[src/design/bps_pkg.sv]
package bps_pkg;

   // smallest nonzero on, off or pause duration in ticks
   localparam int MinInterval = 10;

   localparam int DurW    = 16;   // duration registers
   localparam int FreqW   = 16;   // tone frequency
   localparam int BeepsW  = 8;    // beeps per sequence
   localparam int CountW  = 16;   // sequence count and sequences done
   localparam int BlinkW  = DurW + 1;           // on + off
   localparam int SeqW    = BlinkW + BeepsW;    // length of a sequence
   localparam int CsrIdxW = 3;
   localparam int CsrDataW = 16;

   // register map
   typedef enum logic [CsrIdxW-1:0] {
      REG_TONE_FREQUENCY     = 3'd0,
      REG_ON_DURATION        = 3'd1,
      REG_OFF_DURATION       = 3'd2,
      REG_BEEPS_PER_SEQUENCE = 3'd3,
      REG_PAUSE_DURATION     = 3'd4,
      REG_SEQUENCE_COUNT     = 3'd5
   } csr_index_type;

   typedef struct packed {
      logic [FreqW-1:0]  tone_frequency;
      logic [DurW-1:0]   on_duration;
      logic [DurW-1:0]   off_duration;
      logic [BeepsW-1:0] beeps_per_sequence;
      logic [DurW-1:0]   pause_duration;
      logic [CountW-1:0] sequence_count;
   } cfg_type;

   typedef struct packed {
      logic             tone_on;
      logic [FreqW-1:0] tone_freq_out;
      logic             finished;
      logic             running;
   } rsp_type;

   // nonzero durations below the minimum are raised to it, zero stays zero
   function automatic logic [DurW-1:0] raise_min(input logic [DurW-1:0] d,
                                                 input logic [DurW-1:0] floor_val);
      if (d == '0) begin
         return '0;
      end
      return (d < floor_val) ? floor_val : d;
   endfunction

endpackage

[src/design/bps_if.sv]
// tick channel: one item per millisecond tick
interface bps_req_if;
   logic valid;
   logic ready;
   logic start_req;
   logic stop;

   modport source (output valid, output start_req, output stop, input ready);
   modport sink   (input valid, input start_req, input stop, output ready);
endinterface

// result channel: one item per tick
interface bps_rsp_if import bps_pkg::*; ();
   logic             valid;
   logic             ready;
   logic             tone_on;
   logic [FreqW-1:0] tone_freq_out;
   logic             finished;
   logic             running;

   modport source (output valid, output tone_on, output tone_freq_out,
                   output finished, output running, input ready);
   modport sink   (input valid, input tone_on, input tone_freq_out,
                   input finished, input running, output ready);
endinterface

[src/design/bps_csr.sv]
module bps_csr import bps_pkg::*; (
   input  logic                clock,
   input  logic                reset,
   input  logic                csr_write_en,
   input  logic [CsrIdxW-1:0]  csr_index,
   input  logic [CsrDataW-1:0] csr_write_data,
   output cfg_type             cfg
);

   cfg_type cfg_ff;
   cfg_type cfg_in;

   // decode the write; unknown indexes are dropped
   always_comb begin
      cfg_in = cfg_ff;
      if (csr_write_en) begin
         case (csr_index)
            REG_TONE_FREQUENCY:     cfg_in.tone_frequency = csr_write_data;
            REG_ON_DURATION:        cfg_in.on_duration    = csr_write_data;
            REG_OFF_DURATION:       cfg_in.off_duration   = csr_write_data;
            REG_BEEPS_PER_SEQUENCE: cfg_in.beeps_per_sequence = csr_write_data[BeepsW-1:0];
            REG_PAUSE_DURATION:     cfg_in.pause_duration = csr_write_data;
            REG_SEQUENCE_COUNT:     cfg_in.sequence_count = csr_write_data;
            default:                cfg_in = cfg_ff;
         endcase
      end
   end

   always_ff @(posedge clock) begin
      if (reset) begin
         cfg_ff.tone_frequency     <= '0;
         cfg_ff.on_duration        <= '0;
         cfg_ff.off_duration       <= '0;
         cfg_ff.beeps_per_sequence <= BeepsW'(1);
         cfg_ff.pause_duration     <= '0;
         cfg_ff.sequence_count     <= CountW'(1);
      end else begin
         cfg_ff <= cfg_in;
      end
   end

   assign cfg = cfg_ff;

endmodule

[src/design/bps_engine.sv]
module bps_engine import bps_pkg::*; #(
   parameter int MIN_INTERVAL = MinInterval
) (
   input  logic    clock,
   input  logic    reset,
   input  logic    step,
   input  logic    start_req,
   input  logic    stop,
   input  cfg_type cfg,
   output rsp_type result
);

   localparam logic [DurW-1:0] MinDur = DurW'(MIN_INTERVAL);

   logic              active_ff, active_in;
   logic [SeqW-1:0]   time_in_sequence_ff, time_in_sequence_in;
   logic [BlinkW-1:0] time_in_beep_ff, time_in_beep_in;
   logic [CountW-1:0] sequences_done_ff, sequences_done_in;

   logic [DurW-1:0]   on_eff, off_eff, pause_eff;
   logic [BlinkW-1:0] blink;
   logic [SeqW-1:0]   blinking;
   logic [SeqW-1:0]   seq_len;

   logic              start_tick;
   logic              act0;
   logic [SeqW-1:0]   tis0;
   logic [BlinkW-1:0] tib0;
   logic [CountW-1:0] done0;
   logic [SeqW:0]     tis_inc;
   logic [BlinkW:0]   tib_inc;
   logic              count_met;
   logic              tone;
   logic              fin;

   // effective timing from the registers
   assign on_eff    = raise_min(cfg.on_duration, MinDur);
   assign off_eff   = raise_min(cfg.off_duration, MinDur);
   assign pause_eff = raise_min(cfg.pause_duration, MinDur);
   assign blink     = {1'b0, on_eff} + {1'b0, off_eff};
   assign blinking  = SeqW'(blink) * SeqW'(cfg.beeps_per_sequence);
   assign seq_len   = (cfg.beeps_per_sequence == '0) ? SeqW'(pause_eff)
                    : blinking - SeqW'(off_eff) + SeqW'(pause_eff);

   // stop wins over start; start restarts from time zero
   assign start_tick = !stop && start_req;
   assign act0  = stop ? 1'b0 : (start_req ? 1'b1 : active_ff);
   assign tis0  = start_tick ? '0 : time_in_sequence_ff;
   assign tib0  = start_tick ? '0 : time_in_beep_ff;
   assign done0 = start_tick ? '0 : sequences_done_ff;

   assign tis_inc   = {1'b0, tis0} + (SeqW+1)'(1);
   assign tib_inc   = {1'b0, tib0} + (BlinkW+1)'(1);
   assign count_met = (cfg.sequence_count != '0) && (done0 >= cfg.sequence_count);

   // one tick of the pattern
   always_comb begin
      active_in           = act0;
      time_in_sequence_in = tis0;
      time_in_beep_in     = tib0;
      sequences_done_in   = done0;
      tone                = 1'b0;
      fin                 = 1'b0;
      if (act0) begin
         if ((seq_len == '0) || count_met) begin
            active_in = 1'b0;
            fin       = 1'b1;
         end else begin
            tone = (tis0 < blinking) && (tib0 < {1'b0, on_eff});
            time_in_beep_in = (tib_inc >= {1'b0, blink}) ? '0 : tib_inc[BlinkW-1:0];
            if (tis_inc >= {1'b0, seq_len}) begin
               time_in_sequence_in = '0;
               time_in_beep_in     = '0;
               if (done0 != '1) begin
                  sequences_done_in = done0 + CountW'(1);
               end
            end else begin
               time_in_sequence_in = tis_inc[SeqW-1:0];
            end
         end
      end
   end

   always_ff @(posedge clock) begin
      if (reset) begin
         active_ff           <= 1'b0;
         time_in_sequence_ff <= '0;
         time_in_beep_ff     <= '0;
         sequences_done_ff   <= '0;
      end else if (step) begin
         active_ff           <= active_in;
         time_in_sequence_ff <= time_in_sequence_in;
         time_in_beep_ff     <= time_in_beep_in;
         sequences_done_ff   <= sequences_done_in;
      end
   end

   assign result.tone_on       = tone;
   assign result.tone_freq_out = cfg.tone_frequency;
   assign result.finished      = fin;
   assign result.running       = active_in;

   // checks
   a_fin_not_running: assert property (@(posedge clock) disable iff (reset)
      step && result.finished |-> !result.running)
      else $error("finished item still reports running");

   a_tone_running: assert property (@(posedge clock) disable iff (reset)
      step && result.tone_on |-> result.running)
      else $error("tone on without an active pattern");

   a_stop_ends: assert property (@(posedge clock) disable iff (reset)
      step && stop |=> !active_ff)
      else $error("pattern still active after stop");

   a_start_clears: assert property (@(posedge clock) disable iff (reset)
      step && start_req && !stop |=> sequences_done_ff == '0)
      else $error("sequence count not cleared by start");

endmodule

[src/design/beep_pattern_sequencer.sv]
// Flow: an accepted item waits in the input register, and its result is registered for rsp_chan.
// Throughput: one item per cycle while rsp_chan is ready; the input register and the result register
// advance together, so a new tick is taken in the cycle the waiting result is taken.
// Reset: synchronous, active high; clears the handshake valids, the pattern
// state and sets the registers to their reset values (beeps and count to one).
module beep_pattern_sequencer import bps_pkg::*; #(
   parameter int MIN_INTERVAL = MinInterval
) (
   input  logic                clock,
   input  logic                reset,
   bps_req_if.sink             req_chan,
   bps_rsp_if.source           rsp_chan,
   input  logic                csr_write_en,
   input  logic [CsrIdxW-1:0]  csr_index,
   input  logic [CsrDataW-1:0] csr_write_data
);

   cfg_type cfg;
   rsp_type result;

   logic    in_valid_ff, in_valid_in;
   logic    in_start_ff, in_start_in;
   logic    in_stop_ff, in_stop_in;
   logic    rsp_valid_ff, rsp_valid_in;
   rsp_type rsp_data_ff, rsp_data_in;

   logic    out_free;
   logic    step;
   logic    req_take;

   bps_csr u_csr (
      .clock          (clock),
      .reset          (reset),
      .csr_write_en   (csr_write_en),
      .csr_index      (csr_index),
      .csr_write_data (csr_write_data),
      .cfg            (cfg)
   );

   bps_engine #(.MIN_INTERVAL(MIN_INTERVAL)) u_engine (
      .clock     (clock),
      .reset     (reset),
      .step      (step),
      .start_req (in_start_ff),
      .stop      (in_stop_ff),
      .cfg       (cfg),
      .result    (result)
   );

   // flow control: the item in the input register moves on when the result slot frees
   assign out_free       = !rsp_valid_ff || rsp_chan.ready;
   assign step           = in_valid_ff && out_free;
   assign req_chan.ready = !in_valid_ff || out_free;
   assign req_take       = req_chan.valid && req_chan.ready;

   assign in_valid_in  = req_take || (in_valid_ff && !step);
   assign in_start_in  = req_take ? req_chan.start_req : in_start_ff;
   assign in_stop_in   = req_take ? req_chan.stop : in_stop_ff;
   assign rsp_valid_in = step || (rsp_valid_ff && !rsp_chan.ready);
   assign rsp_data_in  = step ? result : rsp_data_ff;

   // control
   always_ff @(posedge clock) begin
      if (reset) begin
         in_valid_ff  <= 1'b0;
         rsp_valid_ff <= 1'b0;
      end else begin
         in_valid_ff  <= in_valid_in;
         rsp_valid_ff <= rsp_valid_in;
      end
   end

   // payload
   always_ff @(posedge clock) begin
      in_start_ff <= in_start_in;
      in_stop_ff  <= in_stop_in;
      rsp_data_ff <= rsp_data_in;
   end

   assign rsp_chan.valid         = rsp_valid_ff;
   assign rsp_chan.tone_on       = rsp_data_ff.tone_on;
   assign rsp_chan.tone_freq_out = rsp_data_ff.tone_freq_out;
   assign rsp_chan.finished      = rsp_data_ff.finished;
   assign rsp_chan.running       = rsp_data_ff.running;

endmodule
[src/flat_wrapper.sv]
// flat-port wrapper written by rule: the top's interface ports become plain ports
module beep_pattern_sequencer_flat import bps_pkg::*;
#(
   parameter int MIN_INTERVAL = MinInterval
)
  (clock, reset, csr_write_en, csr_index, csr_write_data, req_chan_valid, req_chan_start_req, req_chan_stop, req_chan_ready, rsp_chan_valid, rsp_chan_tone_on, rsp_chan_tone_freq_out, rsp_chan_finished, rsp_chan_running, rsp_chan_ready);
  bps_req_if req_chan_i ();
  bps_rsp_if rsp_chan_i ();
  input  logic clock;
  input  logic reset;
  input  logic csr_write_en;
  input  logic [CsrIdxW-1:0] csr_index;
  input  logic [CsrDataW-1:0] csr_write_data;
  input wire logic [$bits(req_chan_i.valid)-1:0] req_chan_valid;
  input wire logic [$bits(req_chan_i.start_req)-1:0] req_chan_start_req;
  input wire logic [$bits(req_chan_i.stop)-1:0] req_chan_stop;
  output wire logic [$bits(req_chan_i.ready)-1:0] req_chan_ready;
  output wire logic [$bits(rsp_chan_i.valid)-1:0] rsp_chan_valid;
  output wire logic [$bits(rsp_chan_i.tone_on)-1:0] rsp_chan_tone_on;
  output wire logic [$bits(rsp_chan_i.tone_freq_out)-1:0] rsp_chan_tone_freq_out;
  output wire logic [$bits(rsp_chan_i.finished)-1:0] rsp_chan_finished;
  output wire logic [$bits(rsp_chan_i.running)-1:0] rsp_chan_running;
  input wire logic [$bits(rsp_chan_i.ready)-1:0] rsp_chan_ready;
  assign req_chan_i.valid = req_chan_valid;
  assign req_chan_i.start_req = req_chan_start_req;
  assign req_chan_i.stop = req_chan_stop;
  assign req_chan_ready = req_chan_i.ready;
  assign rsp_chan_valid = rsp_chan_i.valid;
  assign rsp_chan_tone_on = rsp_chan_i.tone_on;
  assign rsp_chan_tone_freq_out = rsp_chan_i.tone_freq_out;
  assign rsp_chan_finished = rsp_chan_i.finished;
  assign rsp_chan_running = rsp_chan_i.running;
  assign rsp_chan_i.ready = rsp_chan_ready;
  beep_pattern_sequencer #(.MIN_INTERVAL(MIN_INTERVAL)) u_core (.clock(clock), .reset(reset), .req_chan(req_chan_i), .rsp_chan(rsp_chan_i), .csr_write_en(csr_write_en), .csr_index(csr_index), .csr_write_data(csr_write_data));
endmodule
[config.mk]
export PLATFORM = sky130hd
export DESIGN_NAME = beep_pattern_sequencer_flat
export DESIGN_NICKNAME = d
export VERILOG_FILES = /design/src/design/bps_pkg.sv /design/src/design/bps_if.sv /design/src/design/bps_csr.sv /design/src/design/bps_engine.sv /design/src/design/beep_pattern_sequencer.sv /design/src/flat_wrapper.sv
export SDC_FILE = /design/constraint.sdc
export NUM_CORES = 1
export LEC_CHECK = 0
export BUFFER_PORTS_ARGS = -buffer_cell sky130_fd_sc_hd__buf_2
export CAP_MARGIN = 20
export CORE_MARGIN = 3
export CORE_UTILIZATION = 45
export DETAILED_ROUTE_END_ITERATION = 7
export GPL_TIMING_DRIVEN = 0
export PLACE_DENSITY_LB_ADDON = 0.25
export SYNTH_ARGS = -nofsm -noshare
export SYNTH_HDL_FRONTEND = slang
export SYNTH_HIERARCHICAL = 1
export SYNTH_SLANG_ARGS = --single-unit
[constraint.sdc]
create_clock -name clock -period 26.8 [get_ports clock]
set_input_delay 8.04 -clock clock [delete_from_list [all_inputs] [get_ports clock]]
set_output_delay 8.04 -clock clock [all_outputs]
set_load 0.05 [all_outputs]
==> run metrics, run 1 <==
maxcap violations=0; Synth-to-Final Area Change=8.54%; min setup slack post-route=10.25 ns; wire length of the first global-routing pass=86300 um; Post-Syn Instances=2101; EDFF count, synth=21; Die Wd=205 um; Inserted Diodes=0; count of final hold-check violations=0; Pint=0.000482 W; die area=42100 um2; P_leak=9.41 nW; largest net degree at the start of global routing=22; Gate power share=31.5%; PwrDens=39.3 nW/um2; Slew headroom=19.4%; die height=205 um; setup bufs post-CTS=0; CTS-repair resized insts=0; post-layout util=49.7%; layout cells sized above 1=7.06%; CP bufs+invs=2; Yosys Warn Count=6; RePlAce Congestion=0.930; Longest Clk Path Bufs=2; Initial Util=45.8%; clk sinks=170; status=finished clean; Net Count, Synth=2416; Main synth FF type=dfxtp_1; Core Rows=72; critical path arrival=8.51 ns; fmax=60.4 MHz; Max VDD drop=0.0426 mV; Worst EP required=18.76 ns; crit end category=output port; RSZ-0062 raised after global routing=false; setup tns final=0 ns; CP Launch Type=input pin; pre-CTS WS=10.24 ns; Netlist cell types=89; Seq pwr share=35.1%; post-synth top area share=16.7%; Net Sw Power=0.000278 W; Routed WL per cell=20.2 um; top-level port count=47; Worst Tran Pin Value=1.20 ns; Non-Filler Cell Area, Final=19400 um2; clock-pin slew on the worst setup and hold paths=0.07 ns; Synth Register Bits=170; GRT Overall Usage=26.3%; Final setup viols=0; clk_lat worst skew=0.45 ns; vias=15600; cell at the slowest stage of the critical path=buf_2; Detailed Route WL=54400 um; most frequent cells after synthesis=216 x inv_1, 182 x ha_1, 155 x nand2_1; antenna violations before repair=0; Root Driver=clkbuf_16; # H-tree levels=4; post-route clock period utilization=61.8%; dpl cell area=18700 um2; cell repeated most along the worst path=buf_2; sequential fraction of the synthesis area=20.3%; Switching Share=36.5%; cell with the most instances after synthesis=inv_1; cell chain of the critical path=buf_2, nand3b_4, buf_2; Slew Viols, Final=0; GRT overflow=0; Yosys top cell by area=dfxtp_1; Final #Nets=2482; Top delay family on crit path=buffers and inverters; TritonCTS Buffers=17; Vias/cell=5.79; DR DRC count=0; Post-Syn Area=17800 um2; Initial DRC Count=1043; Area contributors post-synth=dfxtp_1 17%, ha_1 13%, fa_1 12%, mux2i_1 5.6%, and2_1 4.8%; clock network fraction of total power=33.4%; DR pass1 iterations=5; core area=38900 um2; Placed Cells=2665; Fin Clk Skew=0.0139 ns; Worst Setup Path Type=in -> out; DPL Wire Length=42900 um; Final Critical Period=16.55 ns; CP max stage delay=0.22 ns; vias in the first global route=15800; CTS hold repair buffers=0; syn_area_per_cell=8.49 um2; crit-path max FO=3; async set-or-reset flop fraction in the synthesized netlist=0%; Non-Filler Instances=2698; input/output buffers=46; Post-DRT Antenna Nets=0; CTS tree=built; worst hold-check path type=reg -> reg
==> path summary, 6_finish.rpt <==
| kind | to | cells past startpoint | from | slack (ns) |
|---|---|---|---|---|
| worst max-delay path | req_chan_ready | 3 | rsp_chan_ready | 10.25 |
| worst min-delay path | u_core/u_engine/time_in_beep_ff[11]$_SDFFE_PP0P_ | 2 | u_core/u_engine/time_in_beep_ff[11]$_SDFFE_PP0P_ | 0.46 |
| worst max register to register | u_core/u_engine/time_in_sequence_ff[10]$_SDFFE_PP0P_ | 50 | u_core/u_csr/cfg[71]$_SDFFE_PP0P_ | 12.86 |
| worst min register to register | u_core/u_engine/time_in_beep_ff[11]$_SDFFE_PP0P_ | 2 | u_core/u_engine/time_in_beep_ff[11]$_SDFFE_PP0P_ | 0.46 |
==> through the flow <==
stage	power, W	hold WS, ns
2_1_floorplan	0.000442	0.427
3_3_place_gp	0.000500	0.435
3_5_place_dp	0.000506	0.445
4_1_cts	0.000761	0.455
5_1_grt	0.000799	0.480
6_report	0.000760	0.456
==> cells by family after synthesis <==
logic type	after synthesis	share of synthesized area (%)
AO/OA/AOI/OAI	382	15.0
XOR/XNOR	71	3.49
adder cells (fa/ha/maj)	289	24.8
buffers and inverters	338	7.81
flip-flops	170	20.3
multiplexers	105	5.94
AND/OR/NAND/NOR	746	22.7
==> routing by layer <==
metal / up-vias / track usage, % / wire (um)
li1: 7353 / - / -
met1: 7614 / 34.0 / 23700
met2: 520 / 45.1 / 25600
met3: 127 / 2.84 / 3040
met4: 0 / 10.3 / 2070
met5: - / 0 / 0
==> registers in the layout (all words and copies together), names as in the netlist <==
| register | cells |
|---|---|
| u_core/in_start_ff | 1 |
| u_core/in_stop_ff | 1 |
| u_core/in_valid_ff | 1 |
| u_core/rsp_chan.finished | 1 |
| u_core/rsp_chan.running | 1 |
| u_core/rsp_chan.tone_freq_out | 16 |
| u_core/rsp_chan.tone_on | 1 |
| u_core/rsp_chan.valid | 1 |
| u_core/u_csr/cfg | 88 |
| u_core/u_engine/active_ff | 1 |
| u_core/u_engine/sequences_done_ff | 16 |
| u_core/u_engine/time_in_beep_ff | 17 |
| u_core/u_engine/time_in_sequence_ff | 25 |
==> tightest hold or removal path: stages, from the launching register on <==
cell and delay [ns]:
dfxtp_1 0.32, nand2_1 0.05, nand2_1 0.04
==> cells in the final DEF (no fill, tap or decap), types with 46 or more instances in the layout <==
cell type	netlist	layout
o21ai_0	66	66
a21o_1	46	46
a21oi_1	85	85
dfxtp_1	149	149
mux2i_1	99	99
ha_1	182	182
fa_1	107	107
nor2_1	99	99
and2_1	137	137
inv_1	216	216
buf_2	12	58
nand2_1	155	155
nand2b_1	121	121
nand3_1	50	50
clkbuf_1	83	83
==> area by class of cell <==
class,count,area [um2]
Tap cell,518,648
Fill cell,3895,19600
Inverter,216,811
Timing Repair Buffer,47,238
Clock buffer,17,425
Clock inverter,15,199
Sequential cell,170,3610
Multi-Input combinational cell,1593,12800
Buffer,122,582
==> power groups by stage <==
stage	registers [W]	clock network (W)	logic [W]
finish	0.000267	0.000254	0.000239
CTS	0.000267	0.000260	0.000234
global placement	0.000273	0	0.000228
global route	0.000268	0.000269	0.000263
detailed placement	0.000273	0	0.000233
floorplan	0.000275	0	0.000166
(Power assumes the default switching activity.)
==> run 2: changes to the inputs <==
clock period = 13.7 ns   (was 26.8 ns; I/O delays follow)
==> run 2 against run 1 <==
Critical path depth rose by 49. Wire length is 0.49% higher. Cell area grew 0.73%. Combinational power rose by 98%. Via count about the same. Power grew 96%. Register-to-register slack got worse by 12 ns. Worst hold slack better by 0.0017 ns. First-iteration DRC count is 5.2% higher. Largest cell class unchanged.
==> run metrics, run 2 (same netlist as run 1, synthesis figures left out) <==
antenna violations before repair=0 (unchanged); clock network fraction of total power=33.3% (was 33.4%); Fin Clk Skew=0.0104 ns (was 0.0139 ns); Post-DRT Antenna Nets=0 (unchanged); Seq pwr share=35.0% (was 35.1%); Vias/cell=5.77 (was 5.79); Max VDD drop=0.0848 mV (was 0.0426 mV); post-layout util=50.1% (was 49.7%); crit end category=flip-flop (was output port); crit-path max FO=9 (was 3); CP Launch Type=flip-flop (was input pin); Core Rows=72 (unchanged); Inserted Diodes=0 (unchanged); cell at the slowest stage of the critical path=fa_1 (was buf_2); Fill cells=3872 (was 3895); register area=3610 um2 (unchanged); Slew Viols, Final=0 (unchanged); TritonCTS Buffers=17 (unchanged); status=finished clean (unchanged); Routed WL per cell=20.2 um (about the same); busiest layer in global routing=met2 (unchanged); hold slack=0.457 ns (was 0.456 ns); commonest non-fill, non-tap cell in the layout=inv_1 (unchanged); Final setup viols=0 (unchanged); Largest register FFs=88 (unchanged); Gate power share=31.7% (was 31.5%); Die Wd=205 um (unchanged); Worst EP required=14.03 ns (was 18.76 ns); clock-pin slew on the worst setup and hold paths=0.08 ns (was 0.07 ns); Pint=0.000948 W (was 0.000482 W); Final Critical Period=12.88 ns; Switching Share=36.5% (about the same); Net Sw Power=0.000545 W (was 0.000278 W); # H-tree levels=4 (unchanged); Final #Nets=2487 (was 2482); largest net degree at the start of global routing=22 (unchanged); commonest non-fill, non-tap cells in the layout=216 x inv_1, 182 x ha_1, 155 x nand2_1, 149 x dfxtp_1, 137 x and2_1 (unchanged); fmax=77.6 MHz; Worst Setup Path Type=reg -> reg (was in -> out); post-route clock period utilization=94.0%; DR DRC count=0 (unchanged); met1 usage=34.0% (unchanged); P_leak=9.47 nW (was 9.41 nW); dpl cell area=18700 um2 (unchanged); layout cells sized above 1=7.87% (was 7.06%); Detailed Route WL=54700 um (was 54400 um); input/output buffers=46 (unchanged); GRT met2 Usage=45.1% (unchanged); RePlAce Congestion=0.930 (unchanged); wire length of the first global-routing pass=86300 um (unchanged); die height=205 um (unchanged); clk_lat worst skew=0.45 ns (about the same); DR pass1 iterations=5 (unchanged); vias in the first global route=15800 (unchanged); worst hold-check path type=reg -> reg (unchanged); met3 GRT Util=2.84% (unchanged); GRT overflow=0 (unchanged); DPL Wire Length=42900 um (unchanged); Root Driver=clkbuf_16 (unchanged); CTS tree=built (unchanged); PwrDens=76.6 nW/um2 (was 39.3 nW/um2); vias=15600 (about the same); Non-Filler Cell Area, Final=19500 um2 (was 19400 um2); cell repeated most along the worst path=o21ai_0 (was buf_2); Initial Util=45.8% (unchanged); Slew headroom=21.1% (was 19.4%); Power Total=0.00149 W (was 0.000760 W); count of final hold-check violations=0 (unchanged); clk sinks=170 (unchanged); maxcap violations=0 (unchanged); Longest Clk Path Bufs=2 (unchanged); Synth-to-Final Area Change=9.33% (was 8.54%); Worst Tran Pin Value=1.18 ns (was 1.20 ns); GRT Overall Usage=26.3% (unchanged); Initial DRC Count=1097 (was 1043); top-level port count=47 (unchanged); Multi-input gate area=12900 um2 (was 12800 um2); CP max stage delay=0.59 ns (was 0.22 ns); die area=42100 um2 (unchanged); core area=38900 um2 (unchanged); critical path arrival=13.21 ns (was 8.51 ns)
==> run 2: cell type report <==
class / count / area share (%)
Buffer: 121 / 2.97
Clock buffer: 17 / 2.18
Clock inverter: 15 / 1.02
Inverter: 216 / 4.16
Multi-Input combinational cell: 1593 / 66.4
Sequential cell: 170 / 18.5
Tap cell: 518 / 3.32
Timing Repair Buffer: 53 / 1.45
==> run 2: path summary, 6_finish.rpt <==
| kind | startpoint | end | slack [ns] | depth (start not counted) |
|---|---|---|---|---|
| setup / recovery | u_core/u_csr/cfg[46]$_SDFFE_PP0P_ | u_core/u_engine/sequences_done_ff[5]$_SDFFE_PP0P_ | 0.82 | 52 |
| hold reg to reg | u_core/u_engine/time_in_beep_ff[11]$_SDFFE_PP0P_ | u_core/u_engine/time_in_beep_ff[11]$_SDFFE_PP0P_ | 0.46 | 2 |
| hold / removal | u_core/u_engine/time_in_beep_ff[11]$_SDFFE_PP0P_ | u_core/u_engine/time_in_beep_ff[11]$_SDFFE_PP0P_ | 0.46 | 2 |
| setup reg to reg | u_core/u_csr/cfg[46]$_SDFFE_PP0P_ | u_core/u_engine/sequences_done_ff[5]$_SDFFE_PP0P_ | 0.82 | 52 |
==> run 2: power groups by stage <==
stage / Clock, W / Combinational (W) / Sequential (W)
after floorplan: 0 / 0.000326 / 0.000538
after global placement: 0 / 0.000445 / 0.000534
after detailed placement: 0 / 0.000456 / 0.000534
after CTS: 0.000509 / 0.000458 / 0.000522
after global routing: 0.000527 / 0.000521 / 0.000523
final: 0.000497 / 0.000474 / 0.000522
==> run 2: stage by stage <==
| step | worst slack [ns] | cells | setup TNS (ns) |
|---|---|---|---|
| after detailed placement | 0.245 | 2665 | 0 |
| after CTS | 0.146 | 2697 | 0 |
| after global routing | -0.00308 | 2703 | -0.00308 |
| after floorplan | 3.07 | 2101 | 0 |
| after global placement | 0.228 | 2665 | 0 |
| final | 0.821 | 2703 | 0 |
==> run 2: timing repair <==
item / 4_1_cts / 5_1_grt
hold endpoints to repair: 0 / 0
setup endpoints to repair: 0 / 60
buffers inserted: 0 / 6
gates resized for setup: 0 / 22
hold buffers: 0 / 0
==> run 2: metal layers <==
metal	vias to the layer above	share of wire (%)
met3	119	5.3
met4	0	3.8
li1	7358	-
met5	-	0
met2	505	47
met1	7622	44
==> run 2: critical path: cells and delay by family (launching register included) <==
kind                     cells  cell delay [ns]
adder cells (fa/ha/maj)     10             4.40
AND/OR/NAND/NOR             11             1.89
XOR/XNOR                     2             0.57
multiplexers                 2             0.45
buffers and inverters        7             0.61
AO/OA/AOI/OAI               20             4.44
flip-flops                   1             0.39
==> run 3: changes to the inputs <==
SYNTH_HIERARCHICAL = not set   (was 1)
==> run 3 against run 2 <==
Power rose by 0.86%. Combinational power rose by 5.5%. Area after synthesis is 4.1% lower. Worst setup slack worse by 0.062 ns. Via count decreased by 2.0%. Cell count increased by 0.11%. Register-to-register slack lost 0.06 ns. First-iteration DRC count down 15%. Clock power is 4% lower. Flip-flop and latch count is the same. Largest cell class unchanged.
==> run metrics, run 3 <==
Non-Filler Cell Area, Final=18700 um2 (was 19500 um2); crit-path max FO=10 (was 9); cell with the most instances after synthesis=nand2_1 (was inv_1); pre-CTS WS=-0.000734 ns (was 0.245 ns); Worst Setup Path Type=reg -> reg (unchanged); Post-DRT Antenna Nets=0 (unchanged); Final setup viols=0 (unchanged); PwrDens=80.5 nW/um2 (was 76.6 nW/um2); Die Wd=201 um (was 205 um); Initial DRC Count=933 (was 1097); Core Rows=70 (was 72); Detailed Route WL=51200 um (was 54700 um); count of final hold-check violations=0 (unchanged); layout cells sized above 1=6.27% (was 7.87%); commonest non-fill, non-tap cells in the layout=300 x nand2_1, 213 x inv_1, 182 x ha_1, 173 x a21oi_1, 149 x dfxtp_1 (was 216 x inv_1, 182 x ha_1, 155 x nand2_1, 149 x dfxtp_1, 137 x and2_1); hold path startpoint=u_core.u_csr.cfg[75]$_SDFFE_PP0P_ (was u_core/u_engine/time_in_beep_ff[11]$_SDFFE_PP0P_); Area contributors post-synth=dfxtp_1 17%, ha_1 13%, fa_1 13%, nand2_1 6.6%, and2_1 5.4% (was dfxtp_1 17%, ha_1 13%, fa_1 12%, mux2i_1 5.6%, and2_1 4.8%); GRT Overall Usage=25.2% (was 26.3%); Yosys Warn Count=0 (was 6); core area=37000 um2 (was 38900 um2); Multi-input gate area=12400 um2 (was 12900 um2); Max VDD drop=0.0972 mV (was 0.0848 mV); clock network fraction of total power=31.8% (was 33.3%); vias=15300 (was 15600); die height=201 um (was 205 um); reg-to-reg endpoint=u_core.u_engine.sequences_done_ff[2]$_SDFFE_PP0P_ (was u_core/u_engine/sequences_done_ff[5]$_SDFFE_PP0P_); input/output buffers=46 (unchanged); Gate power share=33.2% (was 31.7%); FF-to-FF setup slack=0.76 ns (was 0.82 ns); hold slack=0.431 ns (was 0.457 ns); vias in the first global route=15400 (was 15800); largest net degree at the start of global routing=29 (was 22); cell at the slowest stage of the critical path=nor2_1 (was fa_1); EDFF count, synth=21 (unchanged); TritonCTS Buffers=17 (unchanged); maxcap violations=0 (unchanged); post-layout util=50.5% (was 50.1%); P_leak=8.48 nW (was 9.47 nW); clk sinks=170 (unchanged); Synth Register Bits=170 (unchanged); RePlAce Congestion=0.906 (was 0.930); Reg2Reg Depth=48 (was 52); # H-tree levels=4 (unchanged); Post-Syn Area=17100 um2 (was 17800 um2); Seq pwr share=35.0% (about the same); DR DRC count=0 (unchanged); min setup slack post-route=0.759 ns (was 0.821 ns); Routed WL per cell=18.9 um (was 20.2 um); Hold Crit Endpoint=u_core.rsp_chan.tone_freq_out[3]$_DFFE_PP_ (was u_core/u_engine/time_in_beep_ff[11]$_SDFFE_PP0P_); cell repeated most along the worst path=inv_1 (was o21ai_0); status=finished clean (unchanged); register area=3610 um2 (unchanged); post-synth top area share=17.4% (was 16.7%); Post-Syn Instances=2114 (was 2101); Pint=0.000944 W (was 0.000948 W); GRT overflow=0 (unchanged); Slew headroom=28.0% (was 21.1%); Min-Delay Path Depth=0 (was 2); CP Launch Type=flip-flop (unchanged); DPL Wire Length=41100 um (was 42900 um); Netlist cell types=73 (was 89); Initial Util=46.2% (was 45.8%); Synth-to-Final Area Change=9.40% (was 9.33%); Largest register FFs=88 (unchanged); crit end category=flip-flop (unchanged); post-route clock period utilization=94.5% (was 94.0%); async set-or-reset flop fraction in the synthesized netlist=0% (unchanged); Yosys top cell by area=dfxtp_1 (unchanged); antenna violations before repair=2 (was 0); Slew Viols, Final=0 (unchanged); wire length of the first global-routing pass=81900 um (was 86300 um); commonest non-fill, non-tap cell in the layout=nand2_1 (was inv_1); FF-to-FF Start=u_core.u_csr.cfg[66]$_SDFFE_PP0P_ (was u_core/u_csr/cfg[46]$_SDFFE_PP0P_); Final Critical Period=12.94 ns (was 12.88 ns); Net Sw Power=0.000561 W (was 0.000545 W); top-level port count=47 (unchanged); Vias/cell=5.65 (was 5.77); Root Driver=clkbuf_16 (unchanged); Net Count, Synth=2429 (was 2416); clk_lat worst skew=0.44 ns (was 0.45 ns); Worst EP required=14.03 ns (about the same); CTS tree=built (unchanged); Worst Tran Pin Value=1.08 ns (was 1.18 ns); Switching Share=37.3% (was 36.5%); dpl cell area=18000 um2 (was 18700 um2); Main synth FF type=dfxtp_1 (unchanged); worst hold-check path type=reg -> reg (unchanged); Fill cells=3653 (was 3872); fmax=77.3 MHz (was 77.6 MHz); Final #Nets=2503 (was 2487); RSZ-0062 raised after global routing=false; syn_area_per_cell=8.09 um2 (was 8.49 um2); CTS hold repair buffers=0 (unchanged); most frequent cells after synthesis=300 x nand2_1, 213 x inv_1, 182 x ha_1 (was 216 x inv_1, 182 x ha_1, 155 x nand2_1); sequential fraction of the synthesis area=21.1% (was 20.3%); die area=40400 um2 (was 42100 um2); Fin Clk Skew=0.00827 ns (was 0.0104 ns); CP max stage delay=0.84 ns (was 0.59 ns); clock-pin slew on the worst setup and hold paths=0.07 ns (was 0.08 ns); Longest Clk Path Bufs=2 (unchanged); DR pass1 iterations=6 (was 5); critical path arrival=13.27 ns (was 13.21 ns)
## run 3: changes by cell type in the layout (fill, tap and decap cells not counted), sizes merged, moves of 15 or more
cell and change:
nand2 +145, nand2b -104, buf -21, nor2 -22, mux2i -86, a21oi +88
nand4 -16, nand3 +15, and3 +24
## run 3: metal layers
layer	global-route usage (%)	up-vias	routed length, um
met4	9.08	0	1710
met3	3.31	106	2760
met2	43.7	445	24800
li1	-	7364	-
met5	0	-	0
met1	32.2	7373	22000
## run 3: worst max-delay path: cells and delay by family (launching register included)
| kind | cells | cell delay [ns] |
|---|---|---|
| AO/OA/AOI/OAI | 19 | 4.62 |
| XOR/XNOR | 1 | 0.13 |
| adder cells (fa/ha/maj) | 9 | 3.75 |
| buffers and inverters | 6 | 0.38 |
| flip-flops | 1 | 0.35 |
| multiplexers | 2 | 0.68 |
| AND/OR/NAND/NOR | 11 | 2.89 |
## run 3: stage by stage
stage,total power (W),instances,TNS [ns]
finish,0.00151,2706,0
global route,0.00159,2705,0
CTS,0.00150,2702,0
detailed placement,0.00102,2670,-0.000734
global placement,0.00101,2664,-0.406
floorplan,0.000880,2114,0
## run 3: final cells by class
cell class,instances,area share [%]
diodes,1,0.0134
repair buffers,55,1.59
multi-input cells,1628,66.1
flip-flops and latches,170,19.3
clock buffers,18,2.29
plain buffers,103,2.26
clock inverters,14,0.789
inverters,213,4.27
well taps,504,3.37
## run 3: cells by family (layout without fill, tap and decap cells)
| group | Yosys count | after routing | share of synthesized area [%] |
|---|---|---|---|
| multiplexers | 24 | 24 | 1.48 |
| AND/OR/NAND/NOR | 766 | 766 | 22.1 |
| buffers and inverters | 316 | 403 | 7.14 |
| adder cells (fa/ha/maj) | 289 | 289 | 25.8 |
| other | 0 | 1 | 0 |
| AO/OA/AOI/OAI | 463 | 463 | 17.7 |
| flip-flops | 170 | 170 | 21.1 |
| XOR/XNOR | 86 | 86 | 4.59 |
## run 3: worst max path at each step
stage,from,endpoint,slack (ns),cells past startpoint
after detailed placement,u_core.u_csr.cfg[71]$_SDFFE_PP0P_,u_core.u_engine.sequences_done_ff[10]$_SDFFE_PP0P_,-0.0007,46
after global placement,u_core.u_csr.cfg[66]$_SDFFE_PP0P_,u_core.u_engine.time_in_beep_ff[16]$_SDFFE_PP0P_,-0.10,47
after global routing,u_core.u_csr.cfg[50]$_SDFFE_PP0P_,u_core.u_engine.sequences_done_ff[13]$_SDFFE_PP0P_,0.07,50
after floorplan,u_core.u_csr.cfg[40]$_SDFFE_PP0P_,u_core.u_engine.time_in_beep_ff[16]$_SDFFE_PP0P_,2.78,45
final,u_core.u_csr.cfg[66]$_SDFFE_PP0P_,u_core.u_engine.sequences_done_ff[2]$_SDFFE_PP0P_,0.76,48
after CTS,u_core.u_csr.cfg[46]$_SDFFE_PP0P_,u_core.u_engine.sequences_done_ff[10]$_SDFFE_PP0P_,0.04,49
## run 3: repair_timing
action / in CTS / in global routing
cloned: 0 / 0
pin swaps: 0 / 1
resized for setup: 1 / 14
setup endpoints to repair: 8 / 57
setup buffers: 0 / 1
## run 3: power by group through the flow
stage	clock network, W	registers (W)	logic (W)
3_5_place_dp	0	0.000539	0.000482
5_1_grt	0.000504	0.000529	0.000553
2_1_floorplan	0	0.000544	0.000336
6_report	0.000479	0.000528	0.000500
4_1_cts	0.000485	0.000527	0.000488
3_3_place_gp	0	0.000538	0.000472
